<file path="config.mk">
export PLATFORM = sky130hd
export DESIGN_NAME = left_to_right_char_calculator_unit
export DESIGN_NICKNAME = d
export VERILOG_FILES = /design/src/rtl/core/ltrc_pkg.sv /design/src/rtl/core/ltrc_alu.sv /design/src/rtl/core/left_to_right_char_calculator_unit.sv
export SDC_FILE = /design/constraint.sdc
export NUM_CORES = 2
export LEC_CHECK = 0
export ABC_AREA = 1
export BUFFER_PORTS_ARGS = -buffer_cell sky130_fd_sc_hd__buf_4
export CORE_MARGIN = 2
export CORE_UTILIZATION = 25
export CTS_BUF_LIST = sky130_fd_sc_hd__clkbuf_16
export CTS_CLUSTER_SIZE = 40
export DETAILED_ROUTE_END_ITERATION = 10
export PLACE_DENSITY = 0.48
export SYNTH_ARGS = -nofsm -noshare
export SYNTH_HDL_FRONTEND = slang
export SYNTH_HIERARCHICAL = 1
export SYNTH_SLANG_ARGS = --single-unit
</file>
<file path="constraint.sdc">
create_clock -name clk -period 10.8 [get_ports clk]
set_input_delay 1.08 -clock clk [delete_from_list [all_inputs] [get_ports clk]]
set_output_delay 1.08 -clock clk [all_outputs]
set_load 0.005 [all_outputs]
</file>
<file path="src/rtl/core/ltrc_pkg.sv">
// Package for the left-to-right character calculator.
// Holds payload structs, operator codes, character constants and the ALU command struct.
// Depends on nothing.
package ltrc_pkg;

  localparam int VALUE_WIDTH = 64;

  typedef struct packed {
    logic [7:0] character;
    logic       line_end;
  } ltrc_in_t;

  typedef struct packed {
    logic signed [63:0] result_value;
    logic [1:0]         status;
  } ltrc_out_t;

  typedef enum logic [2:0] {
    OP_NONE = 3'd0,
    OP_ADD  = 3'd1,
    OP_SUB  = 3'd2,
    OP_MUL  = 3'd3,
    OP_DIV  = 3'd4,
    OP_MOD  = 3'd5
  } ltrc_op_t;

  localparam logic [7:0] CH_PLUS  = 8'h2B;
  localparam logic [7:0] CH_MINUS = 8'h2D;
  localparam logic [7:0] CH_STAR  = 8'h2A;
  localparam logic [7:0] CH_SLASH = 8'h2F;
  localparam logic [7:0] CH_PCT   = 8'h25;
  localparam logic [7:0] CH_SPACE = 8'h20;
  localparam logic [7:0] CH_TAB   = 8'h09;
  localparam logic [7:0] CH_CR    = 8'h0D;
  localparam logic [7:0] CH_ZERO  = 8'h30;
  localparam logic [7:0] CH_NINE  = 8'h39;

  localparam logic [1:0] ST_OK    = 2'd0;
  localparam logic [1:0] ST_DIVZ  = 2'd1;
  localparam logic [1:0] ST_CHAR  = 2'd2;

  // Command to the shared arithmetic unit.
  typedef struct packed {
    logic                   start;
    ltrc_op_t               op;
    logic [VALUE_WIDTH-1:0] a;
    logic [VALUE_WIDTH-1:0] b;
  } ltrc_alu_cmd_t;

  // Response from the shared arithmetic unit.
  typedef struct packed {
    logic                   done;
    logic                   div_zero;
    logic [VALUE_WIDTH-1:0] y;
  } ltrc_alu_rsp_t;

  function automatic ltrc_op_t op_of(input logic [7:0] c);
    case (c)
      CH_PLUS:  op_of = OP_ADD;
      CH_MINUS: op_of = OP_SUB;
      CH_STAR:  op_of = OP_MUL;
      CH_SLASH: op_of = OP_DIV;
      CH_PCT:   op_of = OP_MOD;
      default:  op_of = OP_NONE;
    endcase
  endfunction

endpackage

</file>
<file path="src/rtl/core/ltrc_alu.sv">
// Shared iterative arithmetic unit: add, subtract, shift-add multiply, restoring divide and modulo.
// Multiply and divide retire one bit per cycle. Depends on ltrc_pkg.
module ltrc_alu
  import ltrc_pkg::*;
(
  input  logic          clk,
  input  logic          rst,
  input  ltrc_alu_cmd_t cmd,
  output ltrc_alu_rsp_t rsp
);

  localparam int W = VALUE_WIDTH;
  localparam int CW = $clog2(W);

  typedef enum logic [1:0] {S_IDLE, S_MUL, S_DIV, S_FIX} state_t;

  state_t         state;
  logic [CW-1:0]  count;
  logic [W-1:0]   acc;
  logic [W-1:0]   mcand;
  logic [W-1:0]   quo;
  logic [W-1:0]   rem;
  logic [W-1:0]   dvsr;
  logic           neg_a;
  logic           neg_b;
  ltrc_op_t       op;

  logic [W:0]     trial;
  logic [W-1:0]   abs_a;
  logic [W-1:0]   abs_b;
  logic           done_next;

  assign abs_a = cmd.a[W-1] ? (~cmd.a + 1'b1) : cmd.a;
  assign abs_b = cmd.b[W-1] ? (~cmd.b + 1'b1) : cmd.b;
  // Shift the next dividend bit into the partial remainder and try a subtract.
  assign trial = {rem, quo[W-1]} - {1'b0, dvsr};

  // Done is raised for commands other than multiply, divide and modulo, a zero divisor, and the final fix-up step.
  assign done_next = !rst && ((state == S_FIX) ||
                     ((state == S_IDLE) && cmd.start && (cmd.op != OP_MUL) &&
                      !(((cmd.op == OP_DIV) || (cmd.op == OP_MOD)) && (cmd.b != '0))));

  // Sequencer and datapath of the shared unit.
  always_ff @(posedge clk) begin
    rsp.done <= done_next;
    if (rst) begin
      state <= S_IDLE;
      rsp.div_zero <= 1'b0;
    end else begin
      case (state)
        S_IDLE: begin
          if (cmd.start) begin
            op <= cmd.op;
            rsp.div_zero <= 1'b0;
            count <= '0;
            case (cmd.op)
              OP_ADD: begin
                rsp.y <= cmd.a + cmd.b;
              end
              OP_SUB: begin
                rsp.y <= cmd.a - cmd.b;
              end
              OP_MUL: begin
                acc <= '0;
                mcand <= cmd.a;
                quo <= cmd.b;
                state <= S_MUL;
              end
              OP_DIV, OP_MOD: begin
                if (cmd.b == '0) begin
                  rsp.y <= '0;
                  rsp.div_zero <= 1'b1;
                end else begin
                  neg_a <= cmd.a[W-1];
                  neg_b <= cmd.b[W-1];
                  quo <= abs_a;
                  rem <= '0;
                  dvsr <= abs_b;
                  state <= S_DIV;
                end
              end
              default: begin
                rsp.y <= cmd.a;
              end
            endcase
          end
        end
        S_MUL: begin
          if (quo[0]) acc <= acc + mcand;
          mcand <= mcand << 1;
          quo <= quo >> 1;
          count <= count + 1'b1;
          if (count == CW'(W - 1)) state <= S_FIX;
        end
        S_DIV: begin
          if (!trial[W]) begin
            rem <= trial[W-1:0];
            quo <= {quo[W-2:0], 1'b1};
          end else begin
            rem <= {rem[W-2:0], quo[W-1]};
            quo <= {quo[W-2:0], 1'b0};
          end
          count <= count + 1'b1;
          if (count == CW'(W - 1)) state <= S_FIX;
        end
        S_FIX: begin
          // Apply signs and deliver the result.
          if (op == OP_MUL) rsp.y <= acc;
          else if (op == OP_DIV) rsp.y <= (neg_a != neg_b) ? (~quo + 1'b1) : quo;
          else rsp.y <= neg_a ? (~rem + 1'b1) : rem;
          state <= S_IDLE;
        end
        default: state <= S_IDLE;
      endcase
    end
  end

endmodule

</file>
<file path="src/rtl/core/left_to_right_char_calculator_unit.sv">
// Top level of the left-to-right character calculator: parser sequencer and output register.
// Depends on ltrc_pkg and ltrc_alu.
//
//   channel | valid     | ready     | payload
//   input   | in_valid  | in_ready  | in_data  (ltrc_in_t)
//   output  | out_valid | out_ready | out_data (ltrc_out_t)
//
// A space, a stray character or an operator that applies nothing needs no arithmetic.
// A digit runs times ten through the shift-add multiplier, then adds the digit.
// An operator that applies multiply, divide or modulo waits for the iterative unit, and a
// digit that ends the line after such an operator runs both of these steps in turn.
// Reset is synchronous and clears the parser state and out_valid. A result waits in the output
// register; the block stalls only when a new result is due while it is still full.
module left_to_right_char_calculator_unit
  import ltrc_pkg::*;
(
  input  logic      clk,
  input  logic      rst,
  input  logic      in_valid,
  output logic      in_ready,
  input  ltrc_in_t  in_data,
  output logic      out_valid,
  input  logic      out_ready,
  output ltrc_out_t out_data
);

  localparam int W = VALUE_WIDTH;

  typedef enum logic [2:0] {S_IDLE, S_DIGIT, S_APPLY, S_EMIT, S_WAIT} state_t;

  state_t         state;
  logic [W-1:0]   left_operand;
  logic [W-1:0]   right_operand;
  logic           right_digits_seen;
  ltrc_op_t       held_operator;
  logic           first_operand_done;
  logic           computed_once;
  logic [W-1:0]   running_result;
  logic [1:0]     status_flags;
  logic           last;
  logic           digit_right;
  logic           after_apply;
  logic [3:0]     digit;
  ltrc_op_t       new_op;
  ltrc_alu_cmd_t  cmd;
  ltrc_alu_rsp_t  rsp;

  logic           is_space;
  logic           is_digit;
  logic           held;
  ltrc_op_t       in_op;
  state_t         char_state;
  logic           start_next;

  ltrc_alu u_alu (.clk(clk), .rst(rst), .cmd(cmd), .rsp(rsp));

  // Character classification of the incoming request.
  assign in_op    = op_of(in_data.character);
  assign is_space = (in_data.character == CH_SPACE) ||
                    ((in_data.character >= CH_TAB) && (in_data.character <= CH_CR));
  assign is_digit = (in_data.character >= CH_ZERO) && (in_data.character <= CH_NINE);
  assign held     = (held_operator != OP_NONE);
  assign in_ready = (state == S_IDLE);

  // State after a character that needs no arithmetic.
  assign char_state = in_data.line_end ? S_APPLY : S_IDLE;

  // The shared unit starts on a digit that extends an operand or on a pending operation.
  assign start_next = !rst &&
    (((state == S_IDLE) && in_valid && is_digit && (!first_operand_done || held)) ||
     ((state == S_APPLY) && !after_apply && held && right_digits_seen));

  // Main sequencer: parses one character, then drives the shared unit as needed.
  always_ff @(posedge clk) begin
    cmd.start <= start_next;
    if (rst) begin
      state <= S_IDLE;
      left_operand <= '0;
      right_operand <= '0;
      right_digits_seen <= 1'b0;
      held_operator <= OP_NONE;
      first_operand_done <= 1'b0;
      computed_once <= 1'b0;
      running_result <= '0;
      status_flags <= 2'b00;
      out_valid <= 1'b0;
    end else begin
      if (out_valid && out_ready && (state != S_EMIT)) out_valid <= 1'b0;
      case (state)
        S_IDLE: begin
          if (in_valid) begin
            last <= in_data.line_end;
            after_apply <= 1'b0;
            if (is_space) begin
              state <= char_state;
            end else if (is_digit) begin
              digit <= 4'(in_data.character - CH_ZERO);
              if (!first_operand_done || held) begin
                // Times ten in the shared unit, then add the digit.
                digit_right <= first_operand_done;
                cmd.op <= OP_MUL;
                cmd.a <= first_operand_done ? right_operand : left_operand;
                cmd.b <= W'(10);
                state <= S_DIGIT;
              end else begin
                status_flags[1] <= 1'b1;
                state <= char_state;
              end
            end else if (in_op != OP_NONE) begin
              first_operand_done <= 1'b1;
              new_op <= in_op;
              if (held && right_digits_seen) begin
                state <= S_APPLY;
              end else begin
                held_operator <= in_op;
                state <= char_state;
              end
            end else begin
              status_flags[1] <= 1'b1;
              state <= char_state;
            end
          end
        end
        S_DIGIT: begin
          if (rsp.done) begin
            if (digit_right) begin
              right_operand <= rsp.y + W'(digit);
              right_digits_seen <= 1'b1;
            end else begin
              left_operand <= rsp.y + W'(digit);
            end
            state <= last ? S_APPLY : S_IDLE;
          end
        end
        S_APPLY: begin
          // Apply the pending operation if there is one.
          if (!after_apply) begin
            if (held && right_digits_seen) begin
              cmd.op <= held_operator;
              cmd.a <= computed_once ? running_result : left_operand;
              cmd.b <= right_operand;
              after_apply <= 1'b1;
            end else begin
              state <= last ? S_EMIT : S_IDLE;
            end
          end else if (rsp.done) begin
            running_result <= rsp.y;
            computed_once <= 1'b1;
            right_operand <= '0;
            right_digits_seen <= 1'b0;
            if (rsp.div_zero) status_flags[0] <= 1'b1;
            after_apply <= 1'b0;
            // An operator that triggered the step becomes the new held one, unless the line ends here.
            held_operator <= last ? OP_NONE : new_op;
            state <= last ? S_EMIT : S_IDLE;
          end
        end
        S_EMIT: begin
          if (!out_valid || out_ready) begin
            out_valid <= 1'b1;
            out_data.result_value <= 64'($signed(running_result));
            out_data.status <= status_flags[1] ? ST_CHAR :
                               (status_flags[0] ? ST_DIVZ : ST_OK);
            left_operand <= '0;
            right_operand <= '0;
            right_digits_seen <= 1'b0;
            held_operator <= OP_NONE;
            first_operand_done <= 1'b0;
            computed_once <= 1'b0;
            running_result <= '0;
            status_flags <= 2'b00;
            state <= S_IDLE;
          end
        end
        default: state <= S_IDLE;
      endcase
    end
  end

  // A result is only raised from the emit step.
  a_emit_src: assert property (@(posedge clk) disable iff (rst)
    $rose(out_valid) |-> $past(state == S_EMIT))
    else $error("result raised outside emit step");

  // No request is taken while the shared unit runs a digit update.
  a_no_take_busy: assert property (@(posedge clk) disable iff (rst)
    (state == S_DIGIT) |-> !in_ready)
    else $error("request accepted during digit update");

  // A held result stays put while stalled.
  a_out_hold: assert property (@(posedge clk) disable iff (rst)
    (out_valid && !out_ready) |=> (out_valid && $stable(out_data)))
    else $error("result changed while stalled");

endmodule
</file>
## Word-level counts from Yosys, hierarchy flattened

Index checks and enable logic that the tools add are counted.

- Bits in registers: 811
- Input port bits: 13
- Output and inout bits: 68
- Word-level logic and storage cells: 299

- $add $sub $neg: 11
- Magnitude comparators: 4
- Equal/unequal tests: 53
- Multiplexer cells: 115
- Bitwise operators: 8
- Reductions and logical operators: 72

Operators by type and width:

| operator | number |
|---|---|
| $mux 64 | 28 |
| $pmux 64 s2 | 7 |
| $mux 131 | 6 |
| $pmux 64 s3 | 2 |
| $pmux 131 s2 | 1 |
| $add 64x1->64 const B | 4 |
| $not 64->64 | 4 |
| $pmux 64 s4 | 1 |
| $add 64x64->64 | 2 |
| $mux 65 | 1 |
| $sub 65x64->65 | 1 |
| $add 64x4->64 | 1 |
| $logic_not 64->1 | 1 |
| $reduce_bool 64->1 | 1 |
| $sub 64x64->64 | 1 |
| $mux 63 | 1 |
| $mux 3 | 17 |
| $eq 8x6->1 const B | 6 |
| $reduce_and 5->1 | 8 |
| $reduce_and 6->1 | 5 |
| $mux 1 | 29 |
| $ne 2x2->1 const B | 14 |
| $mux 2 | 9 |
| $ne 2x1->1 const B | 9 |
| 38 further kinds | 104 |

## Logic depth before layout (Yosys ltp)

- Depth in word-level cells: 8
- Depth in mapped cells: 30
- Mapped depth without buffers: 28

## Cells and area by module

The synthesis kept the hierarchy.

By module, submodules not included:

| module | times used | cells an instance | area an instance (µm²) | sequential area each (µm²) |
|---|---|---|---|---|
| ltrc_alu | 1 | 7508 | 44506.4 | 11941.5 |
| left_to_right_char_calculator_unit | 1 | 2184 | 18597.8 | 10299.9 |

## Worst setup path before layout

Ideal clock, no wire load.

- Path type: input-to-reg
- Start: in rst
- End: reg u_alu.rem[0], enable pin
- Setup time: 0.644 ns
- Arrival time: 7.498 ns
- Data required time: 10.156 ns
- Slack: 2.658 ns
- Cell stages on the path: 3
- Path buffers: 0
- Cells stage by stage: nor2_1 > inv_1 > nor4_1

- Longest elaborated chain between the ends: 2

RTL lines:

| element | RTL line | text |
|---|---|---|
| start: declaration | left_to_right_char_calculator_unit.sv:18 | `input logic rst,` |
| $not 1->1 (no line) | -- |  |
| $reduce_and 5->1 (no line) | -- |  |
| end signal: assignment | ltrc_alu.sv:97 | `rem <= trial[W-1:0];` |
| end signal: assignment | ltrc_alu.sv:100 | `rem <= {rem[W-2:0], quo[W-1]};` |
| end: declaration | ltrc_alu.sv:22 | `logic [W-1:0] rem;` |

No other way between the ends.
A chain may end at the register's enable or synchronous reset.

## Worst setup path in the final report

- Start: reg, netlist name cmd[0]
- End: reg, netlist name u_alu/rsp[40]

- Longest elaborated chain between the ends: 4
- Elaborated cells between the ends (all ways): 5
- Those cells by class: 2 x add/sub; 3 x mux

RTL lines:

| element | RTL line | text |
|---|---|---|
| $sub 64x64->64 or $add 64x64->64 (tied branches) | ltrc_alu.sv:61, ltrc_alu.sv:58 |  |
| $pmux 64 s4 (*) | ltrc_alu.sv:56 | `case (cmd.op)` |
| $mux 64 (*) | ltrc_alu.sv:52 | `if (cmd.start) begin` |
| $pmux 64 s2 (*) | ltrc_alu.sv:50 | `case (state)` |

Mark *: on every way between the ends. The rest lies on a longest branch, timed or not. The select of a mux whose other input is x is not followed.

==> flow_summary.toml <==
[outcome]
outcome = "completed"

[synth]
synth_area_leaders = "edfxtp_1 29%, nand2_1 17%, nor2_1 8.0%, inv_1 7.6%, dfxtp_1 6.6%"
syn_inst = 9692
synth_fp_nets = 9913
ys_types = 62
yosysWarnings = 6
ys_ff_latch = 810
synthArstFlopShare = 0
yosysTopAreaCellShare = 0.2865
syn-cell-area_mm2 = 0.06310
synth_area_leader_cell = "edfxtp_1"
avgSynthCellArea_um2 = 6.511
synth_most_common_cell = "nand2_1"
ys.flop_type = "edfxtp_1"
synth_common_cells = "2,873 x nand2_1, 1,345 x nor2_1, 1,281 x inv_1, 753 x nand3_1, 648 x o21ai_0"
ys_seq_area_frac = 0.3525
synth-edff-count = 602

[setup_path]
path_max_fanout = 5
end_kind = "flip-flop"
crit_chain = "inv_1, ha_1, nand3_1, nor2_1, nand2_1, or2_1, nor3_2, xor2_1, nand2_1, o21ai_0, ha_1, nand2_1, inv_1, nand2_1, o21ai_0, inv_1, nand2_1, inv_1, nand2_1, nand2_1, nand3_1, nand2_1, nand2_1, nand2_1"
worstPathRequired_ns = 11.29
worst_setup_path_start_kind = "flip-flop"
crit_path_top_delay_cell = "o21ai_0"
crit_buf_inv = 4
r2r_cells = 24
max_stage_delay_ns = 0.58
critPathArrivalTime_ns = 5.84
worst-path-stages = 24
cp_top_family = "simple AND/OR/NAND/NOR gates"
crit_type = "reg -> reg"
cpMostUsedCell = "nand2_1"

[sta]
finalCritPeriodShare = 0.4949
finalHoldViolations = 0
skew_ns = 0.05255
period_needed_ns = 5.345
slew_viol_final = 0
rsz0062_at_grt = "no"
setup_tns_ns = 0
max_freq_mhz = 187.1
slew_headroom = 0.1574
setup_ws_ns = 5.455
tightest_slew_ns = 1.251
setup_viol_count_final = 0

[power_and_ir_drop]
leakage_nw = 29.79
p_total_mw = 7.693
p_int_mw = 5.562
p_clk_frac = 0.456
p_seq_frac = 0.449
combPwrFrac = 0.095
swShare = 0.2770
p_sw_mw = 2.131
peakVddDrop_mv = 0.1118
power.density_mw_per_mm2 = 109.2

[drt]
drc = 0
drtIter0Drc = 8092
num_vias = 67010
drtPass1Iterations = 6
ant_nets = 0
via_per_inst = 5.124
drt-wirelength-per-cell_um = 26.39
routed_wl_mm = 345.1

[placed_design]
portBuffers = 80
place_inst = 12880
gp_congestion = 1.035
pre_cts_ws_ns = 5.564
dp_hpwl_mm = 278.4

[final_layout]
num-fill-cells = 28070
final_util = 0.2805
fin_nets = 9860
regArea_mm2 = 0.02224
instances_no_fill = 13080
area_delta_synth_final_pct = 11.64
drive_gt1_frac = 0.04897
multi_input_area_mm2 = 0.03467

[clocking]
clk_path_buf_depth = 3
cts-htree-levels = 3
cts_resized = 0
clock_sinks = 810
clk_latency_ns = 0.78
cts_hold_buffers = 0
path_clk_slew_ns = 0.06
cts_tree = "yes"
numCtsBuffers = 101
cts-root-buf = "clkbuf_16"
cts_setup_buffers = 0

[grt]
grt_util_all_layers = 0.2595
grt_antenna_before_repair = 20
grt_first_pass_wirelength_mm = 475.1
first_global_vias = 62630
grt_max_degree = 86
grt-ovfl-total = 0

[floorplan]
io_pins = 81
initial_core_util = 0.2512
die_w_um = 506.4
die_y_um = 506.4
die-area_mm2 = 0.2565
core_mm2 = 0.2512
rows = 184

[flow_run]
maxCapViolations = 0

[hold_path]
holdPathStages = 0
hp-class = "reg -> reg"
final timing paths:
check / start / endpoint / slack [ns]
hold reg to reg: status_flags[1] / out_data[1] / 0.46
setup / recovery: cmd[0] / u_alu/rsp[40] / 5.45
setup reg to reg: cmd[0] / u_alu/rsp[40] / 5.45
hold / removal: status_flags[1] / out_data[1] / 0.46
placed cells by master (no fill, tap or decap), drive strengths merged, types with 17 or more instances in the layout:
cell    netlist  layout
o221ai       31      31
o22ai        98      98
o211ai       29      29
o21bai       26      26
a22oi        34      34
o21ai       672     672
nand2      2904    2904
ha          204     204
inv        1305    1330
nor4         17      17
a21o         18      18
xor2        108     108
nand4       135     135
clkbuf      194     104
xnor2        22      22
a21oi       587     587
buf         109     147
nand3       767     767
edfxtp      602     602
nand3b       51      51
or2          32      32
nor2       1377    1377
clkinv        6      44
nor3         92      92
dfxtp       208     208
metal layers:
layer,up-vias,track usage,wire [um]
li1,31520,-,-
met1,32030,0.3538,151900
met2,2970,0.3994,148600
met3,485,0.03362,23910
met4,4,0.1350,20630
met5,-,0,34
power by group through the flow:
stage          Sequential, mW  Combinational, mW  Clock (mW)
2_1_floorplan            3.49              0.464           0
3_3_place_gp             3.52              0.711           0
3_5_place_dp             3.52              0.713           0
4_1_cts                  3.45              0.715        3.57
5_1_grt                  3.46              0.788        3.68
6_report                 3.46              0.728        3.51
sequential cells by signal, summed over array words and instances, names as in the netlist, 3 cells and up:
signal and cells:
u_alu/mcand 64, running_result 64, right_operand 64, new_op 3, u_alu/acc 64, held_operator 3, digit 4, cmd 132
left_operand 64, u_alu/rsp 66, u_alu/op 3, u_alu/rem 64, u_alu/quo 64, u_alu/count 6, u_alu/dvsr 64, out_data 66
layout make-up:
class / count / area share
Multi-Input combinational cell: 7268 / 0.4922
Sequential cell: 810 / 0.3157
Inverter: 1311 / 0.06990
Tap cell: 3348 / 0.05946
Clock buffer: 104 / 0.03694
Timing Repair Buffer: 147 / 0.01572
Clock inverter: 80 / 0.009697
Antenna cell: 10 / 0.0003552
worst reg2reg max path, delay by kind of cell (launching register included):
family | cells | cell delay [ns]
simple gates | 15 | 2.51
fa+ha+maj | 2 | 0.73
xor+xnor | 1 | 0.26
compound gates | 2 | 0.72
buf+inv | 4 | 0.44
flops | 1 | 0.44
per-stage QoR:
stage	hold WS [ns]	instance area, um^2
6_report	0.4595	70450
5_1_grt	0.4643	70420
4_1_cts	0.4608	70420
3_5_place_dp	0.4475	67140
3_3_place_gp	0.4538	67140
2_1_floorplan	0.4206	63100
logic make-up after synthesis:
family	count (synthesis)	share of synthesized area
simple gates	5386	0.3543
xor+xnor	130	0.01804
flops	810	0.3525
buf+inv	1614	0.09975
fa+ha+maj	208	0.04172
compound gates	1544	0.1338
No activity file was read; power rests on OpenSTA's default activity.
